**src/hdl/hsvc_pkg.sv**
```systemverilog
// Shared constants, stage payload types and helpers for the HSV to RGB pipeline.
`default_nettype none

package hsvc_pkg;

   localparam int FRAC_BITS = 12;
   localparam int HUE_W = 15;
   localparam int FIELD_W = 13;

   // internal channel width holds 0..ONE
   localparam int CW = FRAC_BITS + 1;
   localparam int CMP_W = (FIELD_W > CW) ? FIELD_W : CW;
   localparam logic [CW-1:0] ONE = CW'(64'd1 << FRAC_BITS);

   localparam int DEG_PER_SECTOR = 60;
   localparam int HUE_STEPS_PER_DEG = 64;
   localparam int HUE_PER_SECTOR = DEG_PER_SECTOR * HUE_STEPS_PER_DEG;
   localparam int SECTOR_MAX = ((1 << HUE_W) - 1) / HUE_PER_SECTOR;
   localparam int SEC_W = $clog2(SECTOR_MAX + 1);
   localparam int REM_W = $clog2(HUE_PER_SECTOR);

   // 3840 = 15 << 8: fraction = (rem << (F-8)) / 15 via reciprocal multiply
   localparam int SECTOR_SHIFT = 8;
   localparam int SECTOR_ODD = HUE_PER_SECTOR >> SECTOR_SHIFT;
   localparam int X_W = REM_W + FRAC_BITS - SECTOR_SHIFT;
   localparam int RECIP_SHIFT = X_W + $clog2(SECTOR_ODD);
   localparam int RECIP_W = RECIP_SHIFT - 3;
   localparam longint RECIP_VAL =
      ((64'd1 << RECIP_SHIFT) + SECTOR_ODD - 1) / SECTOR_ODD;
   localparam logic [RECIP_W-1:0] RECIP = RECIP_W'(RECIP_VAL);

   // sector codes
   localparam logic [SEC_W-1:0] SEC_RED = SEC_W'(0);
   localparam logic [SEC_W-1:0] SEC_YELLOW = SEC_W'(1);
   localparam logic [SEC_W-1:0] SEC_GREEN = SEC_W'(2);
   localparam logic [SEC_W-1:0] SEC_CYAN = SEC_W'(3);
   localparam logic [SEC_W-1:0] SEC_BLUE = SEC_W'(4);

   typedef struct packed {
      logic [CW-1:0]    sat;
      logic [CW-1:0]    val;
      logic [SEC_W-1:0] sector;
      logic [REM_W-1:0] rem;
   } split_type;

   typedef struct packed {
      logic [CW-1:0]        sat;
      logic [CW-1:0]        val;
      logic [SEC_W-1:0]     sector;
      logic [FRAC_BITS-1:0] frac;
      logic [CW-1:0]        p;
   } frac_type;

   typedef struct packed {
      logic [CW-1:0]    val;
      logic [SEC_W-1:0] sector;
      logic [CW-1:0]    p;
      logic [CW-1:0]    q_fac;
      logic [CW-1:0]    t_fac;
   } term_type;

   function automatic logic [FIELD_W-1:0] to_field(input logic [CW-1:0] x);
      logic [CMP_W-1:0] wide;
      wide = CMP_W'(x);
      return wide[FIELD_W-1:0];
   endfunction

endpackage

`default_nettype wire

```
**src/hdl/hsv_to_rgb_convert_core.sv**
```systemverilog
// Top level of the fixed-point HSV to RGB converter.
// Request to response: four register stages, each with at most one multiplier level.
// Throughput: one transaction per cycle unless the response stalls.
// A stalled response holds its stage; stages behind it keep filling into bubbles.
// Reset: synchronous, active high; clears all stage valid bits, data is not reset.
`default_nettype none

module hsv_to_rgb_convert_core (
   input  wire logic                          clock,
   input  wire logic                          reset,
   input  wire logic                          req_valid,
   output logic                               req_ready,
   input  wire logic [hsvc_pkg::HUE_W-1:0]    req_hue,
   input  wire logic [hsvc_pkg::FIELD_W-1:0]  req_saturation,
   input  wire logic [hsvc_pkg::FIELD_W-1:0]  req_brightness,
   output logic                               rsp_valid,
   input  wire logic                          rsp_ready,
   output logic [hsvc_pkg::FIELD_W-1:0]       rsp_red,
   output logic [hsvc_pkg::FIELD_W-1:0]       rsp_green,
   output logic [hsvc_pkg::FIELD_W-1:0]       rsp_blue
);
   import hsvc_pkg::*;

   logic      split_valid, split_ready;
   split_type split_data;
   logic      term_valid, term_ready;
   term_type  term_data;

   hsvc_hue_split u_split (
      .clock      (clock),
      .reset      (reset),
      .in_valid   (req_valid),
      .in_ready   (req_ready),
      .hue        (req_hue),
      .saturation (req_saturation),
      .brightness (req_brightness),
      .out_valid  (split_valid),
      .out_ready  (split_ready),
      .out_data   (split_data)
   );

   hsvc_term_calc u_terms (
      .clock     (clock),
      .reset     (reset),
      .in_valid  (split_valid),
      .in_ready  (split_ready),
      .in_data   (split_data),
      .out_valid (term_valid),
      .out_ready (term_ready),
      .out_data  (term_data)
   );

   hsvc_mix u_mix (
      .clock     (clock),
      .reset     (reset),
      .in_valid  (term_valid),
      .in_ready  (term_ready),
      .in_data   (term_data),
      .out_valid (rsp_valid),
      .out_ready (rsp_ready),
      .red       (rsp_red),
      .green     (rsp_green),
      .blue      (rsp_blue)
   );

endmodule

`default_nettype wire

```
**src/hdl/hsvc_hue_split.sv**
```systemverilog
// Stage 1: clamp saturation and value, split hue into sector and remainder.
`default_nettype none

module hsvc_hue_split (
   input  wire logic                          clock,
   input  wire logic                          reset,
   input  wire logic                          in_valid,
   output logic                               in_ready,
   input  wire logic [hsvc_pkg::HUE_W-1:0]    hue,
   input  wire logic [hsvc_pkg::FIELD_W-1:0]  saturation,
   input  wire logic [hsvc_pkg::FIELD_W-1:0]  brightness,
   output logic                               out_valid,
   input  wire logic                          out_ready,
   output hsvc_pkg::split_type                out_data
);
   import hsvc_pkg::*;

   logic             valid_ff;
   split_type        data_ff, data_in;
   logic [CMP_W-1:0] sat_ext, val_ext, sat_c, val_c;
   logic [SEC_W-1:0] sector;
   logic [HUE_W-1:0] base;
   logic [HUE_W-1:0] rem_full;

   assign in_ready = !valid_ff || out_ready;

   always_comb begin
      sat_ext = CMP_W'(saturation);
      val_ext = CMP_W'(brightness);
      sat_c = (sat_ext > CMP_W'(ONE)) ? CMP_W'(ONE) : sat_ext;
      val_c = (val_ext > CMP_W'(ONE)) ? CMP_W'(ONE) : val_ext;

      sector = '0;
      base = '0;
      for (int k = 1; k <= SECTOR_MAX; k++) begin
         if (hue >= HUE_W'(k * HUE_PER_SECTOR)) begin
            sector = SEC_W'(k);
            base = HUE_W'(k * HUE_PER_SECTOR);
         end
      end
      rem_full = hue - base;

      data_in.sat = sat_c[CW-1:0];
      data_in.val = val_c[CW-1:0];
      data_in.sector = sector;
      data_in.rem = rem_full[REM_W-1:0];
   end

   always_ff @(posedge clock) begin
      if (reset) begin
         valid_ff <= 1'b0;
      end else if (in_ready) begin
         valid_ff <= in_valid;
      end
   end

   always_ff @(posedge clock) begin
      if (in_ready && in_valid) begin
         data_ff <= data_in;
      end
   end

   assign out_valid = valid_ff;
   assign out_data = data_ff;

endmodule

`default_nettype wire

```
**src/hdl/hsvc_term_calc.sv**
```systemverilog
// Stages 2 and 3: hue fraction and p, then the q and t scale factors.
`default_nettype none

module hsvc_term_calc (
   input  wire logic                 clock,
   input  wire logic                 reset,
   input  wire logic                 in_valid,
   output logic                      in_ready,
   input  wire hsvc_pkg::split_type  in_data,
   output logic                      out_valid,
   input  wire logic                 out_ready,
   output hsvc_pkg::term_type        out_data
);
   import hsvc_pkg::*;

   logic     f_valid_ff, t_valid_ff;
   logic     f_ready;
   frac_type f_ff, f_in;
   term_type t_ff, t_in;

   logic [X_W-1:0]             x;
   logic [X_W+RECIP_W-1:0]     recip_prod;
   logic [2*CW-1:0]            p_prod;
   logic [CW+FRAC_BITS-1:0]    sf_prod;
   logic [2*CW-1:0]            sg_prod;
   logic [CW-1:0]              one_minus_f;

   // stage 2
   always_comb begin
      x = {in_data.rem, (FRAC_BITS - SECTOR_SHIFT)'(0)};
      recip_prod = (X_W+RECIP_W)'(x) * (X_W+RECIP_W)'(RECIP);
      p_prod = (2*CW)'(in_data.val) * (2*CW)'(ONE - in_data.sat);
      f_in.sat = in_data.sat;
      f_in.val = in_data.val;
      f_in.sector = in_data.sector;
      f_in.frac = recip_prod[RECIP_SHIFT +: FRAC_BITS];
      f_in.p = p_prod[FRAC_BITS +: CW];
   end

   // stage 3
   always_comb begin
      one_minus_f = ONE - CW'(f_ff.frac);
      sf_prod = (CW+FRAC_BITS)'(f_ff.sat) * (CW+FRAC_BITS)'(f_ff.frac);
      sg_prod = (2*CW)'(f_ff.sat) * (2*CW)'(one_minus_f);
      t_in.val = f_ff.val;
      t_in.sector = f_ff.sector;
      t_in.p = f_ff.p;
      t_in.q_fac = ONE - sf_prod[FRAC_BITS +: CW];
      t_in.t_fac = ONE - sg_prod[FRAC_BITS +: CW];
   end

   assign f_ready = !t_valid_ff || out_ready;
   assign in_ready = !f_valid_ff || f_ready;

   always_ff @(posedge clock) begin
      if (reset) begin
         f_valid_ff <= 1'b0;
         t_valid_ff <= 1'b0;
      end else begin
         if (in_ready) begin
            f_valid_ff <= in_valid;
         end
         if (f_ready) begin
            t_valid_ff <= f_valid_ff;
         end
      end
   end

   always_ff @(posedge clock) begin
      if (in_ready && in_valid) begin
         f_ff <= f_in;
      end
      if (f_ready && f_valid_ff) begin
         t_ff <= t_in;
      end
   end

   assign out_valid = t_valid_ff;
   assign out_data = t_ff;

endmodule

`default_nettype wire

```
**src/hdl/hsvc_mix.sv**
```systemverilog
// Stage 4: form q and t, route terms to red, green and blue; output register.
`default_nettype none

module hsvc_mix (
   input  wire logic                          clock,
   input  wire logic                          reset,
   input  wire logic                          in_valid,
   output logic                               in_ready,
   input  wire hsvc_pkg::term_type            in_data,
   output logic                               out_valid,
   input  wire logic                          out_ready,
   output logic [hsvc_pkg::FIELD_W-1:0]       red,
   output logic [hsvc_pkg::FIELD_W-1:0]       green,
   output logic [hsvc_pkg::FIELD_W-1:0]       blue
);
   import hsvc_pkg::*;

   logic               valid_ff;
   logic [2*CW-1:0]    q_prod, t_prod;
   logic [CW-1:0]      v, p, q, t;
   logic [CW-1:0]      r_sel, g_sel, b_sel;
   logic [FIELD_W-1:0] red_ff, green_ff, blue_ff;

   always_comb begin
      q_prod = (2*CW)'(in_data.val) * (2*CW)'(in_data.q_fac);
      t_prod = (2*CW)'(in_data.val) * (2*CW)'(in_data.t_fac);
      v = in_data.val;
      p = in_data.p;
      q = q_prod[FRAC_BITS +: CW];
      t = t_prod[FRAC_BITS +: CW];
      unique case (in_data.sector)
         SEC_RED: begin
            r_sel = v; g_sel = t; b_sel = p;
         end
         SEC_YELLOW: begin
            r_sel = q; g_sel = v; b_sel = p;
         end
         SEC_GREEN: begin
            r_sel = p; g_sel = v; b_sel = t;
         end
         SEC_CYAN: begin
            r_sel = p; g_sel = q; b_sel = v;
         end
         SEC_BLUE: begin
            r_sel = t; g_sel = p; b_sel = v;
         end
         default: begin
            r_sel = v; g_sel = p; b_sel = q;
         end
      endcase
   end

   assign in_ready = !valid_ff || out_ready;

   always_ff @(posedge clock) begin
      if (reset) begin
         valid_ff <= 1'b0;
      end else if (in_ready) begin
         valid_ff <= in_valid;
      end
   end

   always_ff @(posedge clock) begin
      if (in_ready && in_valid) begin
         red_ff <= to_field(r_sel);
         green_ff <= to_field(g_sel);
         blue_ff <= to_field(b_sel);
      end
   end

   assign out_valid = valid_ff;
   assign red = red_ff;
   assign green = green_ff;
   assign blue = blue_ff;

endmodule

`default_nettype wire
```
**config.mk**
```make
export PLATFORM = sky130hd
export DESIGN_NAME = hsv_to_rgb_convert_core
export DESIGN_NICKNAME = d
export VERILOG_FILES = /design/src/hdl/hsvc_pkg.sv /design/src/hdl/hsv_to_rgb_convert_core.sv /design/src/hdl/hsvc_hue_split.sv /design/src/hdl/hsvc_term_calc.sv /design/src/hdl/hsvc_mix.sv
export SDC_FILE = /design/constraint.sdc
export NUM_CORES = 2
export LEC_CHECK = 0
export ABC_AREA = 1
export BUFFER_PORTS_ARGS = -buffer_cell sky130_fd_sc_hd__buf_2
export CORE_MARGIN = 3
export CORE_UTILIZATION = 45
export DETAILED_ROUTE_END_ITERATION = 8
export SKIP_CTS_REPAIR_TIMING = 1
export SYNTH_ARGS = -nofsm -noshare
export SYNTH_HDL_FRONTEND = slang
export SYNTH_HIERARCHICAL = 1
export SYNTH_SLANG_ARGS = --single-unit
```
**constraint.sdc**
```tcl
create_clock -name clock -period 12.2 [get_ports clock]
set_input_delay 1.22 -clock clock [delete_from_list [all_inputs] [get_ports clock]]
set_output_delay 1.22 -clock clock [all_outputs]
set_load 0.01 [all_outputs]
```
After elaboration in Yosys (flattened, before gate mapping). Cells that the tools add are included.

Register bits after elaboration: 196. Bits of input ports: 45. Logic and storage cells: 81.

Add/subtract/negate cells: 5. $mul: 6. Order comparisons: 10. Eq/ne operators: 4. Multiplexer cells: 18. Reduce and logical (&&, ||, !) cells: 17.

Operator list (count): 13-bit one-hot mux with 3 select lines (3); 12-bit 2-to-1 mux (8); 13-bit by 13-bit multiplier with 25-bit output (3); 15-bit >= comparator (second input constant) (4); 15-bit by 14-bit >= comparator with 1-bit output (second input constant) (2); 12-bit by 16-bit multiplier with 27-bit output (second input constant) (1); 13-bit greater-than comparator (second input constant) (2); 13-bit by 26-bit multiplier with 25-bit output (1); 13-bit subtractor (first input constant) (2); 13-bit by 12-bit multiplier with 25-bit output (1); 15-bit by 12-bit >= comparator with 1-bit output (second input constant) (1); 15-bit by 13-bit >= comparator with 1-bit output (second input constant) (1); 13-bit by 13-bit subtractor with 14-bit output (first input constant) (1); 13-bit by 12-bit subtractor with 13-bit output (first input constant) (1); 3-bit 2-to-1 mux (4); 12-bit subtractor (1); 4-bit by 2-bit == test with 1-bit output (second input constant) (2); 2-bit OR reduction (4); 4-bit by 1-bit == test with 1-bit output (second input constant) (1); 4-bit by 3-bit == test with 1-bit output (second input constant) (1); 1-bit logical AND (4); 1-bit logical NOT (4); 4-bit logical NOT (1); 1-bit logical OR (4); 2 further kinds (3).

Longest topological paths before layout.
Depth after elaboration: 10. Mapped depth: 39. Depth with buffers taken out: 38.

Hierarchy. Netlist, hierarchy kept.

Modules (own cells, without submodules): hsvc_term_calc (instances 1, cells each 2803, area an instance 22950.8 sq um, seq. area each 3373.2 sq um); hsvc_mix (instances 1, cells each 1917, area an instance 13838.3 sq um, seq. area each 1191.1 sq um); hsvc_hue_split (instances 1, cells each 172, area an instance 1889.3 sq um, seq. area each 1281.2 sq um).

Worst setup path after synthesis. OpenSTA, ideal clock, no wires.

Kind: register -> register. From: register u_terms/f_ff[13] (netlist name). To: register u_terms.t_ff (netlist bit u_terms/out_data[6]) (data pin). Setup time: 256 ps. Arrival: 6048 ps. Setup slack: 5897 ps. Stages on the path, launching flop included: 30. Clock period less this slack: 6303 ps. Path through: edfxtp_1 > clkbuf_1 > inv_1 > ha_1 > nand2_1 > nor2_1 > nand3_1 > or2_2 > o21ai_0 > nand2_1 > inv_1 > nand2_1 > fa_1 > fa_1 > fa_1 > fa_1 > fa_1 > inv_1 > ha_1 > nand2_2 > o21ai_0 > inv_1 > nand3_2 > xor2_2 > ha_1 > nand3_2 > inv_2 > nand2_1 > nor2_1 > nor2_1.

RTL lines: start, declared (line hsvc_term_calc.sv:18) `frac_type f_ff, f_in;`; start signal, assigned (line hsvc_term_calc.sv:71) `f_ff <= f_in;`; end signal, assigned (line hsvc_term_calc.sv:74) `t_ff <= t_in;`; end, declared (line hsvc_term_calc.sv:19) `term_type t_ff, t_in;`.

==> flow_summary.ini <==
[setup_path]
r2r.worst_path.cells = 29
path_class = flip-flop to flip-flop
crit_slowest_cell = edfxtp_1
worstPathArrival_ns = 7.24
crit_path_end = u_terms/out_data[6]
r2r_end = u_terms/out_data[6]
start_kind = flip-flop
crit_required_ns = 12.44
worstPathMaxFanout = 14
r2r_start = u_terms/f_ff[14]
reg2reg_slack_ns = 5.19
endpoint_kind = flip-flop
cp-startpoint = u_terms/f_ff[14]
critPathMaxStageDelay_ns = 0.62

[synth]
yosysWarnings = 6
ys_types = 55
yosys_most_used_dff = edfxtp_1
synthSimpleGateAreaFrac = 0.203
muxShareOfSynthArea = 0
yosysSeqAreaShare = 0.151
synthArstFlopShare = 0
synth-seq-cells = 196
synth-compound-area-share = 0.0404
netlist_area_um2 = 38700
synth_edf_count = 192
synth_cells = 4892
synth_top_family_by_area = adder cells
synthAdderAreaFrac = 0.445
synth.net_count = 5928
synth-xor-area-share = 0.0178
synth_area_per_cell_um2 = 7.91

[floorplan]
fp-row-count = 106
ioPinCount = 86
initial_core_util = 0.459
dieArea_um2 = 89500
coreArea_um2 = 84400
die_h_um = 299
die_width_um = 299

[cells_and_area]
final_cell_mix = inv_1 (1,285), nand2_1 (1,273), fa_1 (642)
fill_cells = 8438
stdcell_area_um2 = 40800
drive_above_1_share = 0.0468
final_net_count = 5916
antenna_cells = 0
syn_to_final_growth_pct = 5.61
final_common_cell = inv_1

[grt]
grt_pass1_wl_um = 163000
grt_max_degree = 57
grt_overflow = 0
grt_pass1_vias = 31900
grt_usage = 0.226
antenna_found_initial = 0

[placement]
post-place-ws_ns = 5.25
port_buffers = 85
place_hpwl_um = 77200
postPlaceCellArea_um2 = 40200
place_congestion = 0.916

[sta]
hold_viol_final = 0
worst_pin_slew_ns = 1.26
fin_crit_sh = 0.574
fin_tns_setup_ns = 0
rsz0062_at_grt = false
slew_headroom = 0.157
slew_viol_final = 0
fmax_ghz = 0.143
finalClockSkew_ns = 0.0273
fin_ws_ns = 5.19
period_needed_ns = 7.01
setup_viol = 0
holdWs_ns = 0.410

[route]
dr.max_layer_used = met4
dr.pass1.iters = 5
via_per_inst = 5.00
wl_um = 96700
wl_per_cell_um = 16.1
drc = 0
drtAntennaViolNets = 0
wl_met1_um = 42800
initialDrtViolationCount = 1820
dr_wl_met3_um = 5450
wl_met2_um = 45800
vias = 30100

[flow_run]
drv_cap = 0

[outcome]
status = complete, no violations

[min_path]
hp-class = flip-flop to flip-flop

[cts]
cts_buffers = 17
ctsRootBufferMaster = clkbuf_16
cts_tree = yes
clk_latency_ns = 0.50
numClockSinks = 196
clock_path_buffers = 2
htreeDepth = 4
clk_pin_slew_ns = 0.10
[synth_stat cells (5+ instances only)]
| master | number | area [um2] |
|---|---|---|
| a21oi_1 | 136 | 681 |
| nor3_1 | 25 | 125 |
| nand4_1 | 71 | 444 |
| a21o_1 | 11 | 82.6 |
| nor2_2 | 12 | 75.1 |
| nand2_1 | 1273 | 4780 |
| and2_1 | 5 | 31.3 |
| nand2_2 | 25 | 156 |
| ha_1 | 349 | 4370 |
| inv_1 | 1286 | 4830 |
| clkinv_1 | 11 | 41.3 |
| fa_1 | 642 | 12900 |
| o21ai_1 | 6 | 30.0 |
| buf_1 | 14 | 52.6 |
| buf_2 | 11 | 55.1 |
| nor4_1 | 8 | 50.1 |
| clkbuf_1 | 120 | 450 |
| xor2_1 | 52 | 455 |
| o21ai_0 | 74 | 370 |
| o21bai_1 | 17 | 128 |
| edfxtp_1 | 192 | 5770 |
| nor2_1 | 286 | 1070 |
| nand3_1 | 145 | 726 |
| inv_2 | 10 | 37.5 |
| nand3b_1 | 17 | 128 |
| a221oi_1 | 7 | 61.3 |
| xnor2_1 | 19 | 166 |
[metal layers]
layer | up-vias | GRT usage
li1 | 14500 | -
met1 | 14600 | 0.299
met2 | 816 | 0.385
met3 | 163 | 0.0358
met4 | 0 | 0.0652
met5 | - | 0
[per-stage QoR]
step	util	std cells
CTS	0.484	6027
finish	0.484	6027
global route	0.484	6027
floorplan	-	4892
detailed placement	0.477	5995
global placement	0.477	5995
[area by class of cell]
class,instances,area (um2),area share
Multi-Input combinational cell,3238,27300,0.669
Inverter,1307,4910,0.120
Tap cell,1134,1420,0.0347
Timing Repair Buffer,120,688,0.0168
Clock inverter,15,218,0.00533
Sequential cell,196,5850,0.143
Clock buffer,17,425,0.0104
[critical path, delay by kind of cell, from the launching register on]
| kind | cells | cell delay [ns] |
|---|---|---|
| XOR/XNOR | 1 | 0.19 |
| AND/OR/NAND/NOR | 13 | 1.59 |
| adder cells (fa/ha/maj) | 8 | 3.31 |
| AO/OA/AOI/OAI | 2 | 0.44 |
| flip-flops | 1 | 0.62 |
| buffers and inverters | 5 | 0.58 |
[worst min path at each step]
stage                    startpoint              endpoint  slack (ns)  cells past startpoint
2_1_floorplan  u_split/out_data[12]      u_terms/f_ff[25]        0.40                      0
3_3_place_gp       u_terms/f_ff[41]  u_terms/out_data[55]        0.40                      0
3_5_place_dp       u_terms/f_ff[40]  u_terms/out_data[54]        0.40                      0
4_1_cts            u_terms/f_ff[32]  u_terms/out_data[46]        0.41                      0
5_1_grt            u_terms/f_ff[32]  u_terms/out_data[46]        0.42                      0
6_report           u_terms/f_ff[32]  u_terms/out_data[46]        0.41                      0
[kinds of logic after synthesis]
logic type,Yosys count
simple gates,1893
fa+ha+maj,991
flops,196
compound gates,279
xor+xnor,75
buf+inv,1458
[sequential cells by signal (all words and copies together), names as in the netlist]
signal and cells:
u_mix/blue 13, u_mix/green 13, u_mix/out_valid 1, u_mix/red 13, u_split/out_data 42, u_split/out_valid 1
u_terms/f_ff 55, u_terms/f_valid_ff 1, u_terms/out_data 56, u_terms/out_valid 1
Power is not shown: default switching activity piles up to over one toggle a cycle in this logic, so the estimate is an artifact.
